<file path="config.mk">
export PLATFORM = sky130hd
export DESIGN_NAME = quoted_printable_decoder
export DESIGN_NICKNAME = d
export VERILOG_FILES = /design/src/rtl/core/qpd_pkg.sv /design/src/rtl/core/qpd_front.sv /design/src/rtl/core/qpd_fifo.sv /design/src/rtl/core/qpd_back.sv /design/src/rtl/core/quoted_printable_decoder.sv
export SDC_FILE = /design/constraint.sdc
export NUM_CORES = 1
export LEC_CHECK = 0
export ABC_CLOCK_PERIOD_IN_PS = 3700
export BUFFER_PORTS_ARGS = -buffer_cell sky130_fd_sc_hd__buf_2
export CAP_MARGIN = 20
export CELL_PAD_IN_SITES_DETAIL_PLACEMENT = 1
export CELL_PAD_IN_SITES_GLOBAL_PLACEMENT = 1
export CORE_MARGIN = 1
export CORE_UTILIZATION = 38
export CTS_CLUSTER_DIAMETER = 150
export DETAILED_ROUTE_END_ITERATION = 6
export PLACE_DENSITY = 0.67
export SLEW_MARGIN = 20
export SYNTH_ARGS = -nofsm -noshare
export SYNTH_HDL_FRONTEND = slang
export SYNTH_SLANG_ARGS = --single-unit
export TNS_END_PERCENT = 10
</file>
<file path="constraint.sdc">
create_clock -name clk -period 3.7 [get_ports clk]
set_input_delay 1.11 -clock clk [delete_from_list [all_inputs] [get_ports clk]]
set_output_delay 1.11 -clock clk [all_outputs]
set_load 0.02 [all_outputs]
</file>
<file path="src/rtl/core/qpd_pkg.sv">
// ----------------------------------------------------------------------------
// qpd_pkg
// Types, character codes and the hex digit helper for the quoted-printable
// decoder.
// ----------------------------------------------------------------------------
package qpd_pkg;

  // Item operation codes
  localparam logic OP_CHAR = 1'b0;
  localparam logic OP_EOL  = 1'b1;

  // Escape phase codes (value 3 is unused and acts as plain text)
  localparam logic [1:0] PH_PLAIN = 2'd0;
  localparam logic [1:0] PH_EQ    = 2'd1;
  localparam logic [1:0] PH_DIGIT = 2'd2;

  // Character codes
  localparam logic [7:0] CH_EQ     = 8'h3D;
  localparam logic [7:0] CH_NL     = 8'h0A;
  localparam logic [7:0] CH_ZERO   = 8'h30;
  localparam logic [7:0] CH_NINE   = 8'h39;
  localparam logic [7:0] CH_LO_A   = 8'h61;
  localparam logic [7:0] CH_LO_F   = 8'h66;
  localparam logic [7:0] CH_UP_A   = 8'h41;
  localparam logic [7:0] CH_UP_F   = 8'h46;
  localparam logic [3:0] HEX_ALPHA = 4'd10;

  // Most results one item can cause
  localparam int unsigned MAX_RES = 3;

  // Input request
  typedef struct packed {
    logic       operation;
    logic [7:0] data_byte;
  } qpd_in_t;

  // Result request
  typedef struct packed {
    logic [7:0] out_byte;
    logic       invalid_hex;
    logic       last;
  } qpd_out_t;

  // Work handed from the front to the back for one item
  typedef struct packed {
    logic [1:0]               cnt;    // results to give, 1..3
    logic [MAX_RES-1:0][7:0]  bytes;  // result bytes in order
    logic                     bad;    // invalid hex, first result only
  } qpd_plan_t;

  // Hex digit value; bit 4 flags a non-hex character (value then zero)
  function automatic logic [4:0] hex_decode(logic [7:0] c);
    logic [7:0] d;
    logic [4:0] r;
    d = 8'd0;
    r = {1'b1, 4'd0};
    if (c >= CH_ZERO && c <= CH_NINE) begin
      d = c - CH_ZERO;
      r = {1'b0, d[3:0]};
    end else if (c >= CH_LO_A && c <= CH_LO_F) begin
      d = c - CH_LO_A;
      r = {1'b0, d[3:0] + HEX_ALPHA};
    end else if (c >= CH_UP_A && c <= CH_UP_F) begin
      d = c - CH_UP_A;
      r = {1'b0, d[3:0] + HEX_ALPHA};
    end
    return r;
  endfunction

endpackage

</file>
<file path="src/rtl/core/qpd_front.sv">
// ----------------------------------------------------------------------------
// qpd_front
// Accepts encoded items, tracks escape and line state, and turns each item
// into a plan of up to three result bytes for the back end.
// ----------------------------------------------------------------------------
module qpd_front import qpd_pkg::*; (
  input  logic      clk,
  input  logic      rst_n,
  input  logic      cfg_wr,
  input  logic      cfg_nl_hard,
  input  logic      in_acc,
  input  qpd_in_t   in_req,
  output logic      push,
  output qpd_plan_t plan
);

  logic [1:0] phase_r, phase_nxt;
  logic [7:0] held_r, held_nxt;
  logic       nonempty_r, nonempty_nxt;
  logic       mode_r;
  logic       hard;
  logic [4:0] hex_hi, hex_lo;

  assign hex_hi = hex_decode(held_r);
  assign hex_lo = hex_decode(in_req.data_byte);

  // Classify the item and work out its results
  always_comb begin
    plan         = '0;
    phase_nxt    = phase_r;
    held_nxt     = held_r;
    nonempty_nxt = nonempty_r;
    hard         = 1'b1;
    if (in_req.operation == OP_CHAR) begin
      nonempty_nxt = 1'b1;
      unique case (phase_r)
        PH_EQ: begin
          held_nxt  = in_req.data_byte;
          phase_nxt = PH_DIGIT;
        end
        PH_DIGIT: begin
          plan.cnt      = 2'd1;
          plan.bytes[0] = {hex_hi[3:0], hex_lo[3:0]};
          plan.bad      = hex_hi[4] | hex_lo[4];
          phase_nxt     = PH_PLAIN;
        end
        default: begin
          if (in_req.data_byte == CH_EQ) begin
            phase_nxt = PH_EQ;
          end else begin
            plan.cnt      = 2'd1;
            plan.bytes[0] = in_req.data_byte;
            phase_nxt     = PH_PLAIN;
          end
        end
      endcase
    end else begin
      if (!nonempty_r) begin
        // empty line: one newline in either mode
        plan.cnt      = 2'd1;
        plan.bytes[0] = CH_NL;
        hard          = 1'b0;
      end else begin
        unique case (phase_r)
          PH_EQ: hard = 1'b0;  // soft break
          PH_DIGIT: begin
            plan.bytes[0] = CH_EQ;
            if (held_r != CH_EQ) begin
              plan.bytes[1] = held_r;
              plan.cnt      = 2'd2;
            end else begin
              plan.cnt = 2'd1;
              hard     = 1'b0;
            end
          end
          default: plan.cnt = 2'd0;
        endcase
      end
      // optional newline at a hard line end
      if (hard && mode_r) begin
        plan.bytes[plan.cnt] = CH_NL;
        plan.cnt             = plan.cnt + 2'd1;
      end
      phase_nxt    = PH_PLAIN;
      held_nxt     = 8'd0;
      nonempty_nxt = 1'b0;
    end
  end

  assign push = in_acc && (plan.cnt != 2'd0);

  // State registers
  always_ff @(posedge clk) begin
    if (!rst_n) begin
      phase_r    <= PH_PLAIN;
      held_r     <= 8'd0;
      nonempty_r <= 1'b0;
      mode_r     <= 1'b0;
    end else begin
      if (in_acc) begin
        phase_r    <= phase_nxt;
        held_r     <= held_nxt;
        nonempty_r <= nonempty_nxt;
      end
      if (cfg_wr) begin
        mode_r <= cfg_nl_hard;
      end
    end
  end

endmodule

</file>
<file path="src/rtl/core/qpd_fifo.sv">
// ----------------------------------------------------------------------------
// qpd_fifo
// Short plan queue between front and back so each side can stall alone.
// ----------------------------------------------------------------------------
module qpd_fifo import qpd_pkg::*; #(
  parameter int unsigned DEPTH = 4
) (
  input  logic      clk,
  input  logic      rst_n,
  input  logic      push,
  input  qpd_plan_t push_plan,
  input  logic      pop,
  output logic      full,
  output logic      empty,
  output qpd_plan_t head
);

  localparam int unsigned PW = (DEPTH > 1) ? $clog2(DEPTH) : 1;
  localparam int unsigned CW = $clog2(DEPTH + 1);
  localparam logic [PW-1:0] LAST_PTR = PW'(DEPTH - 1);
  localparam logic [CW-1:0] FULL_CNT = CW'(DEPTH);

  qpd_plan_t       slot_r [DEPTH];
  logic [PW-1:0]   wr_ptr_r, rd_ptr_r;
  logic [CW-1:0]   cnt_r;

  assign full  = (cnt_r == FULL_CNT);
  assign empty = (cnt_r == '0);
  assign head  = slot_r[rd_ptr_r];

  // Storage
  always_ff @(posedge clk) begin
    if (push) begin
      slot_r[wr_ptr_r] <= push_plan;
    end
  end

  // Pointers and fill count
  always_ff @(posedge clk) begin
    if (!rst_n) begin
      wr_ptr_r <= '0;
      rd_ptr_r <= '0;
      cnt_r    <= '0;
    end else begin
      if (push) begin
        wr_ptr_r <= (wr_ptr_r == LAST_PTR) ? '0 : wr_ptr_r + 1'b1;
      end
      if (pop) begin
        rd_ptr_r <= (rd_ptr_r == LAST_PTR) ? '0 : rd_ptr_r + 1'b1;
      end
      if (push && !pop) begin
        cnt_r <= cnt_r + 1'b1;
      end else if (pop && !push) begin
        cnt_r <= cnt_r - 1'b1;
      end
    end
  end

endmodule

</file>
<file path="src/rtl/core/qpd_back.sv">
// ----------------------------------------------------------------------------
// qpd_back
// Walks the head plan one result per unstalled cycle into the output register.
// ----------------------------------------------------------------------------
module qpd_back import qpd_pkg::*; (
  input  logic      clk,
  input  logic      rst_n,
  input  logic      empty,
  input  qpd_plan_t head,
  output logic      pop,
  output logic      out_valid,
  input  logic      out_ready,
  output qpd_out_t  out_data
);

  logic [1:0] k_r;
  logic       load;
  logic       is_last;
  logic       out_valid_r;
  qpd_out_t   out_data_r;

  // Load a new result when the output register is free or being drained
  assign load    = !empty && (!out_valid_r || out_ready);
  assign is_last = (k_r == head.cnt - 2'd1);
  assign pop     = load && is_last;

  always_ff @(posedge clk) begin
    if (!rst_n) begin
      k_r         <= 2'd0;
      out_valid_r <= 1'b0;
    end else begin
      if (load) begin
        out_valid_r <= 1'b1;
        k_r         <= is_last ? 2'd0 : k_r + 2'd1;
      end else if (out_ready) begin
        out_valid_r <= 1'b0;
      end
    end
  end

  // Result payload
  always_ff @(posedge clk) begin
    if (load) begin
      out_data_r.out_byte    <= head.bytes[k_r];
      out_data_r.invalid_hex <= head.bad && (k_r == 2'd0);
      out_data_r.last        <= is_last;
    end
  end

  assign out_valid = out_valid_r;
  assign out_data  = out_data_r;

endmodule

</file>
<file path="src/rtl/core/quoted_printable_decoder.sv">
// ----------------------------------------------------------------------------
// quoted_printable_decoder
// Quoted-printable decoder: characters and line-end marks in, bytes out.
// ----------------------------------------------------------------------------
// One input request is taken per cycle while the plan queue (DEPTH entries)
// has room. Each item gives zero to three results; the output register hands
// out one result per cycle while out_ready is high and the queue is not
// empty, and items that give no results take no output slot. A result passes
// through the plan queue and then the output register. The mode register
// (cfg_data) is taken every cycle and applies to items taken later.
// ----------------------------------------------------------------------------
module quoted_printable_decoder import qpd_pkg::*; #(
  parameter int unsigned DEPTH = 4
) (
  input  logic     clk,
  input  logic     rst_n,
  input  logic     cfg_valid,
  output logic     cfg_ready,
  input  logic     cfg_data,
  input  logic     in_valid,
  output logic     in_ready,
  input  qpd_in_t  in_data,
  output logic     out_valid,
  input  logic     out_ready,
  output qpd_out_t out_data
);

  logic      push, pop, full, empty;
  qpd_plan_t plan, head;

  assign cfg_ready = 1'b1;
  assign in_ready  = !full;

  qpd_front u_front (
    .clk         (clk),
    .rst_n       (rst_n),
    .cfg_wr      (cfg_valid),
    .cfg_nl_hard (cfg_data),
    .in_acc      (in_valid && in_ready),
    .in_req      (in_data),
    .push        (push),
    .plan        (plan)
  );

  qpd_fifo #(.DEPTH(DEPTH)) u_fifo (
    .clk       (clk),
    .rst_n     (rst_n),
    .push      (push),
    .push_plan (plan),
    .pop       (pop),
    .full      (full),
    .empty     (empty),
    .head      (head)
  );

  qpd_back u_back (
    .clk       (clk),
    .rst_n     (rst_n),
    .empty     (empty),
    .head      (head),
    .pop       (pop),
    .out_valid (out_valid),
    .out_ready (out_ready),
    .out_data  (out_data)
  );

endmodule

</file>
After elaboration in Yosys (flattened, before gate mapping)

Memories as Yosys holds them, arrays and structs flattened. A register that Yosys moved wholly into a read port is not among the register bits.
Cells that the tools add are included.

Add/sub/neg operators: 17
Order comparisons: 15
Equality and inequality tests: 8
Multiplexer cells: 51
Bitwise logic cells: 4
Reduce and logical (&&, ||, !) cells: 28

Operators with widths:

| cell                | count |
|---|---|
| $mux 8              | 11 |
| $ge 8x7->1 const B  | 4 |
| $le 8x7->1 const B  | 4 |
| $mux 16             | 2 |
| $mux 5              | 6 |
| $mux 26             | 1 |
| $sub 4x1->4 const B | 6 |
| $mux 2              | 11 |
| $and 12x18->18      | 1 |
| $not 18->18         | 1 |
| $add 4x4->4 const B | 4 |
| $bmux 8 s2          | 1 |
| $demux 8 s2         | 1 |
| $ge 8x6->1 const B  | 2 |
| $le 8x6->1 const B  | 2 |
| $pmux 8 s2          | 1 |
| $logic_and 1x1->1   | 15 |
| $mux 1              | 12 |
| $add 2x1->2 const B | 4 |
| $eq 8x6->1 const B  | 1 |
| $ne 8x6->1 const B  | 1 |
| $pmux 2 s2          | 2 |
| $reduce_bool 2->1   | 4 |
| $eq 2x2->1 const B  | 3 |
| 17 further kinds    | 23 |

Flip-flop bits (word level): 32
Memory bits (writable): 108
Bits of input ports: 15
Output and inout bits: 13
Memories kept: 1

Memory list:

| name          | words | width | read ports | clocked after Yosys merged registers in | wr ports | line           | text |
|---|---|---|---|---|---|---|---|
| u_fifo.slot_r | 4     | 27    | 1          | 1                                       | 1        | qpd_fifo.sv:23 | `qpd_plan_t slot_r [DEPTH];` |

Longest topological paths before layout

Depth after elaboration: 19
Gate-level depth with buffers: 12

Cells and area by module

From an unflattened synthesis, not the netlist that was laid out.

Cell total of the unflattened synthesis: 414
Area total of the unflattened synthesis: 6349.8 µm²

By module, submodules not included:

| module                   | times used | cells an instance | area each (µm²) | sequential area each (µm²) |
|---|---|---|---|---|
| qpd_fifo                 | 1          | 185               | 4401.7          | 3423.3 |
| qpd_front                | 1          | 163               | 1265.0          | 240.2 |
| qpd_back                 | 1          | 62                | 661.9           | 360.3 |
| quoted_printable_decoder | 1          | 4                 | 21.3            | 0.0 |

Least setup slack after synthesis

Ideal clock, no wire load.

Path kind: in2reg
Start point: input in_data[1] (netlist bit)
End point: register u_fifo.cnt_r[2]
Setup time: 76 ps
Arrival: 3223 ps
Required time: 3624 ps
Setup slack: 401 ps
Cell stages on the path: 11
Cell sequence: inv_1 -> ha_1 -> nand4_1 -> a211oi_1 -> a311oi_2 -> ha_1 -> inv_1 -> fa_1 -> xor2_1 -> or3_1 -> a21boi_0

Cells in the longest elaborated chain, start to end: 9
Elaborated cells between the ends (all ways): 11

RTL lines:

| what                        | line                           | text |
|---|---|---|
| start, declared             | quoted_printable_decoder.sv:22 | `input qpd_in_t in_data,` |
| $eq 8x6->1 *                | qpd_front.sv:48                | `if (in_req.data_byte == CH_EQ) begin` |
| $mux 1 *                    | qpd_front.sv:48                |  |
| $pmux 2 s2 *                | qpd_front.sv:36                | `unique case (phase_r)` |
| $mux 2 *                    | qpd_front.sv:34                | `if (in_req.operation == OP_CHAR) begin` |
| $reduce_bool 2->1 *         | qpd_front.sv:90                | `assign push = in_acc && (plan.cnt != 2'd0);` |
| $logic_and 1x1->1 *         | qpd_front.sv:90                |  |
| net push                    | quoted_printable_decoder.sv:28 | `logic push, pop, full, empty;` |
| $logic_not 1->1             | qpd_fifo.sv:53                 | `end else if (pop && !push) begin` |
| $logic_and 1x1->1           | qpd_fifo.sv:53                 |  |
| $reduce_bool 2->1 (no line) | n/a                            |  |
| end signal, assigned        | qpd_fifo.sv:52                 | `cnt_r <= cnt_r + 1'b1;` |
| end signal, assigned        | qpd_fifo.sv:54                 | `cnt_r <= cnt_r - 1'b1;` |
| end, declared               | qpd_fifo.sv:25                 | `logic [CW-1:0] cnt_r;` |

Mark *: on every way through the listed nets, which the timed path passes. The rest lies on a longest branch.
A chain may end at the register's enable or synchronous reset.

Worst setup path in the final report

Same ends and word-level chain as after synthesis.

==> results.sh <==
export IMPL_ys_ff_latch=114
export IMPL_post_route_drc_count=0
export IMPL_ys_warnings_count=0
export IMPL_hpwl_um=7329
export IMPL_min_path_type="register to register"
export IMPL_grt_util_all_layers_pct=16.92
export IMPL_final_cell_mix="90 x edfxtp_1, 41 x nand2_1, 26 x buf_2"
export IMPL_synth_edff_count=90
export IMPL_grt_pass1_wl_um=17520
export IMPL_detail_route_antenna_nets=0
export IMPL_synth_seq_area_share_pct=62.31
export IMPL_critical_path_startpoint_type="primary input"
export IMPL_tightest_slew_ns=1.005
export IMPL_hold_buffers=0
export IMPL_clkTransAtPathRegs_ns=0.06
export IMPL_path_cells="buf_2 -> inv_1 -> ha_1 -> nand4_1 -> a211oi_1 -> a311oi_2 -> ha_1 -> inv_1 -> fa_1 -> xor2_1 -> or3_1 -> a21boi_0"
export IMPL_die_y_um=117.9
export IMPL_ys_dominant_reg_cell="edfxtp_1"
export IMPL_hold_viol=0
export IMPL_cts_buffers_inserted=17
export IMPL_fillers=1284
export IMPL_slowest_delay_ns=0.38
export IMPL_finalSetupTns_ns=0
export IMPL_postCtsSetupBuffers=0
export IMPL_relSlewSlack_pct=33.00
export IMPL_cp_required_ns=4.05
export IMPL_design_area_um2=6067
export IMPL_setup_violations=0
export IMPL_hold_depth=2
export IMPL_fin_crit_sh_pct=83.38
export IMPL_dpl_cell_area_um2=5450
export IMPL_ctsResizeCount=0
export IMPL_wl_um=10940
export IMPL_clock_sinks=114
export IMPL_cts_htree_levels=4
export IMPL_io_buffer_count=26
export IMPL_critical_path_class="primary input to register"
export IMPL_syn_nets=398
export IMPL_antenna_found_initial=0
export IMPL_layout_area_overhead_vs_synth_pct=18.76
export IMPL_postSynthAreaPerCell_um2=13.96
export IMPL_drive_gt1_share_pct=22.06
export IMPL_finalClockSkew_ns=0.009487
export IMPL_fmax_ghz=0.3242
export IMPL_rsz0062_at_grt="false"
export IMPL_ff_latch_area_um2=3183
export IMPL_dp_cells=557
export IMPL_grt_max_degree=29
export IMPL_routed_via_density=5.183
export IMPL_ir_worst_vdd_uv=266.6
export IMPL_gp_congestion=0.8829
export IMPL_reg2reg_depth=11
export IMPL_drtPass1Iterations=4
export IMPL_clock_path_buffers=2
export IMPL_design_final_nets=436
export IMPL_fp_dieW_um=117.9
export IMPL_power_density_nw_per_um2=699.9
export IMPL_netlist_instances=366
export IMPL_die_area_um2=13910
export IMPL_synth_area_um2=5109
export IMPL_holdWs_ns=0.4800
export IMPL_wl_per_cell_um=18.57
export IMPL_final_cells=589
export IMPL_cp_arrival_ns=3.43
export IMPL_cts_tree="built"
export IMPL_crit_fanout=4
export IMPL_initial_core_util_pct=39.68
export IMPL_period_minus_slack_ns=3.085
export IMPL_rows=41
export IMPL_core_area_um2=12880
export IMPL_clk_insertion_delay_late_ns=0.42
export IMPL_via_count=3053
export IMPL_multi_input_area_um2=1794
export IMPL_drt_iter0_drc=158
export IMPL_p_leak_uw=0.002138
export IMPL_maxSlewViolCount=0
export IMPL_insertedDiodeCount=0
export IMPL_status="complete, no violations"
export IMPL_grt_ovfl_total=0
export IMPL_r2r_setup_slack_ns=0.76
export IMPL_final_common_cell="edfxtp_1"
export IMPL_io_pins=28
export IMPL_drv_cap=0
export IMPL_clockRootBuffer="clkbuf_16"
export IMPL_cpMaxStageDelayCell="fa_1"
export IMPL_grt_pass1_vias=3221
export IMPL_crit_path_end_kind="register"
export IMPL_synthArstFlopShare_pct=0
export IMPL_synth_cell_types=56
-- path summary, 6_finish.rpt --
kind,to,from
min,u_back.out_valid,u_back.out_valid
min reg2reg,u_back.out_valid,u_back.out_valid
max,u_fifo.cnt_r[2],in_data[1]
max reg2reg,u_fifo.cnt_r[2],register
-- routing by layer --
| metal | up-vias | global-route usage (%) | wire length [um] |
|---|---|---|---|
| met4 | 0 | 6.250 | 145 |
| li1 | 1448 | - | - |
| met2 | 55 | 27.32 | 5419 |
| met1 | 1537 | 21.53 | 4972 |
| met3 | 13 | 4.893 | 399 |
| met5 | - | 0 | 0 |
-- state kept, by name (all words and copies together), names as in the netlist, named ones only --
signal and count:
u_front.held_r 8, u_fifo.cnt_r 3, u_front.mode_r 1, u_front.nonempty_r 1
u_back.out_data 10, u_back.k_r 2, u_back.out_valid 1, u_fifo.wr_ptr_r 2
u_fifo.rd_ptr_r 2, u_fifo.slot_r 80, u_front.phase_r 2
-- kinds of logic after synthesis --
kind of cell,Yosys count,share of synthesized area [%]
flops,114,62.31
mux,30,10.63
xor+xnor,6,1.176
fa+ha+maj,17,4.311
other cells,1,0.07340
simple gates,108,11.19
buf+inv,32,2.572
compound gates,58,7.740
-- metrics by stage --
| step | setup slack (ns) | total power, uW | util, % |
|---|---|---|---|
| after detailed placement | 0.1862 | 2580 | 42.33 |
| after global placement | 0.2858 | 2556 | 42.33 |
| final | 0.6151 | 4246 | 47.12 |
| after global routing | 0.3679 | 4435 | 47.12 |
| after floorplan | 0.4014 | 2312 | - |
| after CTS | 0.6228 | 4300 | 47.12 |
-- worst max-delay path: cells and delay by family --
family | cells | cell delay [ns]
AOI/OAI and AO/OA | 3 | 0.59
xor gates and xnor gates | 1 | 0.18
buffers and inverters | 3 | 0.26
and+or+nand+nor | 2 | 0.44
adders and majority gates | 3 | 0.85
-- area by class of cell --
| class | count | share of cell area (%) |
|---|---|---|
| Sequential cell | 114 | 52.46 |
| Multi-Input combinational cell | 220 | 29.57 |
| Clock buffer | 18 | 7.074 |
| Tap cell | 172 | 3.547 |
| Timing Repair Buffer | 35 | 3.258 |
| Clock inverter | 14 | 3.093 |
| Inverter | 16 | 0.9899 |
-- report_power, final --
group / switching (uW) / internal, uW / leakage, uW
Sequential: 89.5 / 1620 / 0.00107
Combinational: 487 / 349 / 0.000789
Clock: 585 / 1120 / 0.000284
-- Yosys cell counts, types with 3 or more instances --
| library cell | count | share of area, % |
|---|---|---|
| nor3_1 | 4 | 0.39 |
| a221o_1 | 3 | 0.59 |
| nand3b_1 | 5 | 0.73 |
| nor2b_1 | 6 | 0.73 |
| edfxtp_1 | 90 | 53 |
| o22ai_1 | 3 | 0.37 |
| dfxtp_1 | 24 | 9.4 |
| nand3_1 | 3 | 0.29 |
| mux2i_1 | 9 | 1.8 |
| mux4_2 | 19 | 8.4 |
| a21oi_1 | 14 | 1.4 |
| buf_2 | 3 | 0.29 |
| xnor2_1 | 4 | 0.69 |
| and2_1 | 13 | 1.6 |
| nor2_1 | 11 | 0.81 |
| ha_1 | 16 | 3.9 |
| a21boi_0 | 13 | 1.9 |
| inv_1 | 16 | 1.2 |
| nand2_1 | 41 | 3.0 |
| nand2b_1 | 4 | 0.49 |
| clkbuf_1 | 11 | 0.81 |
| a31oi_1 | 3 | 0.37 |
| o21ai_0 | 8 | 0.78 |
| or3_1 | 5 | 0.61 |
No activity file was read; power rests on OpenSTA's default activity.
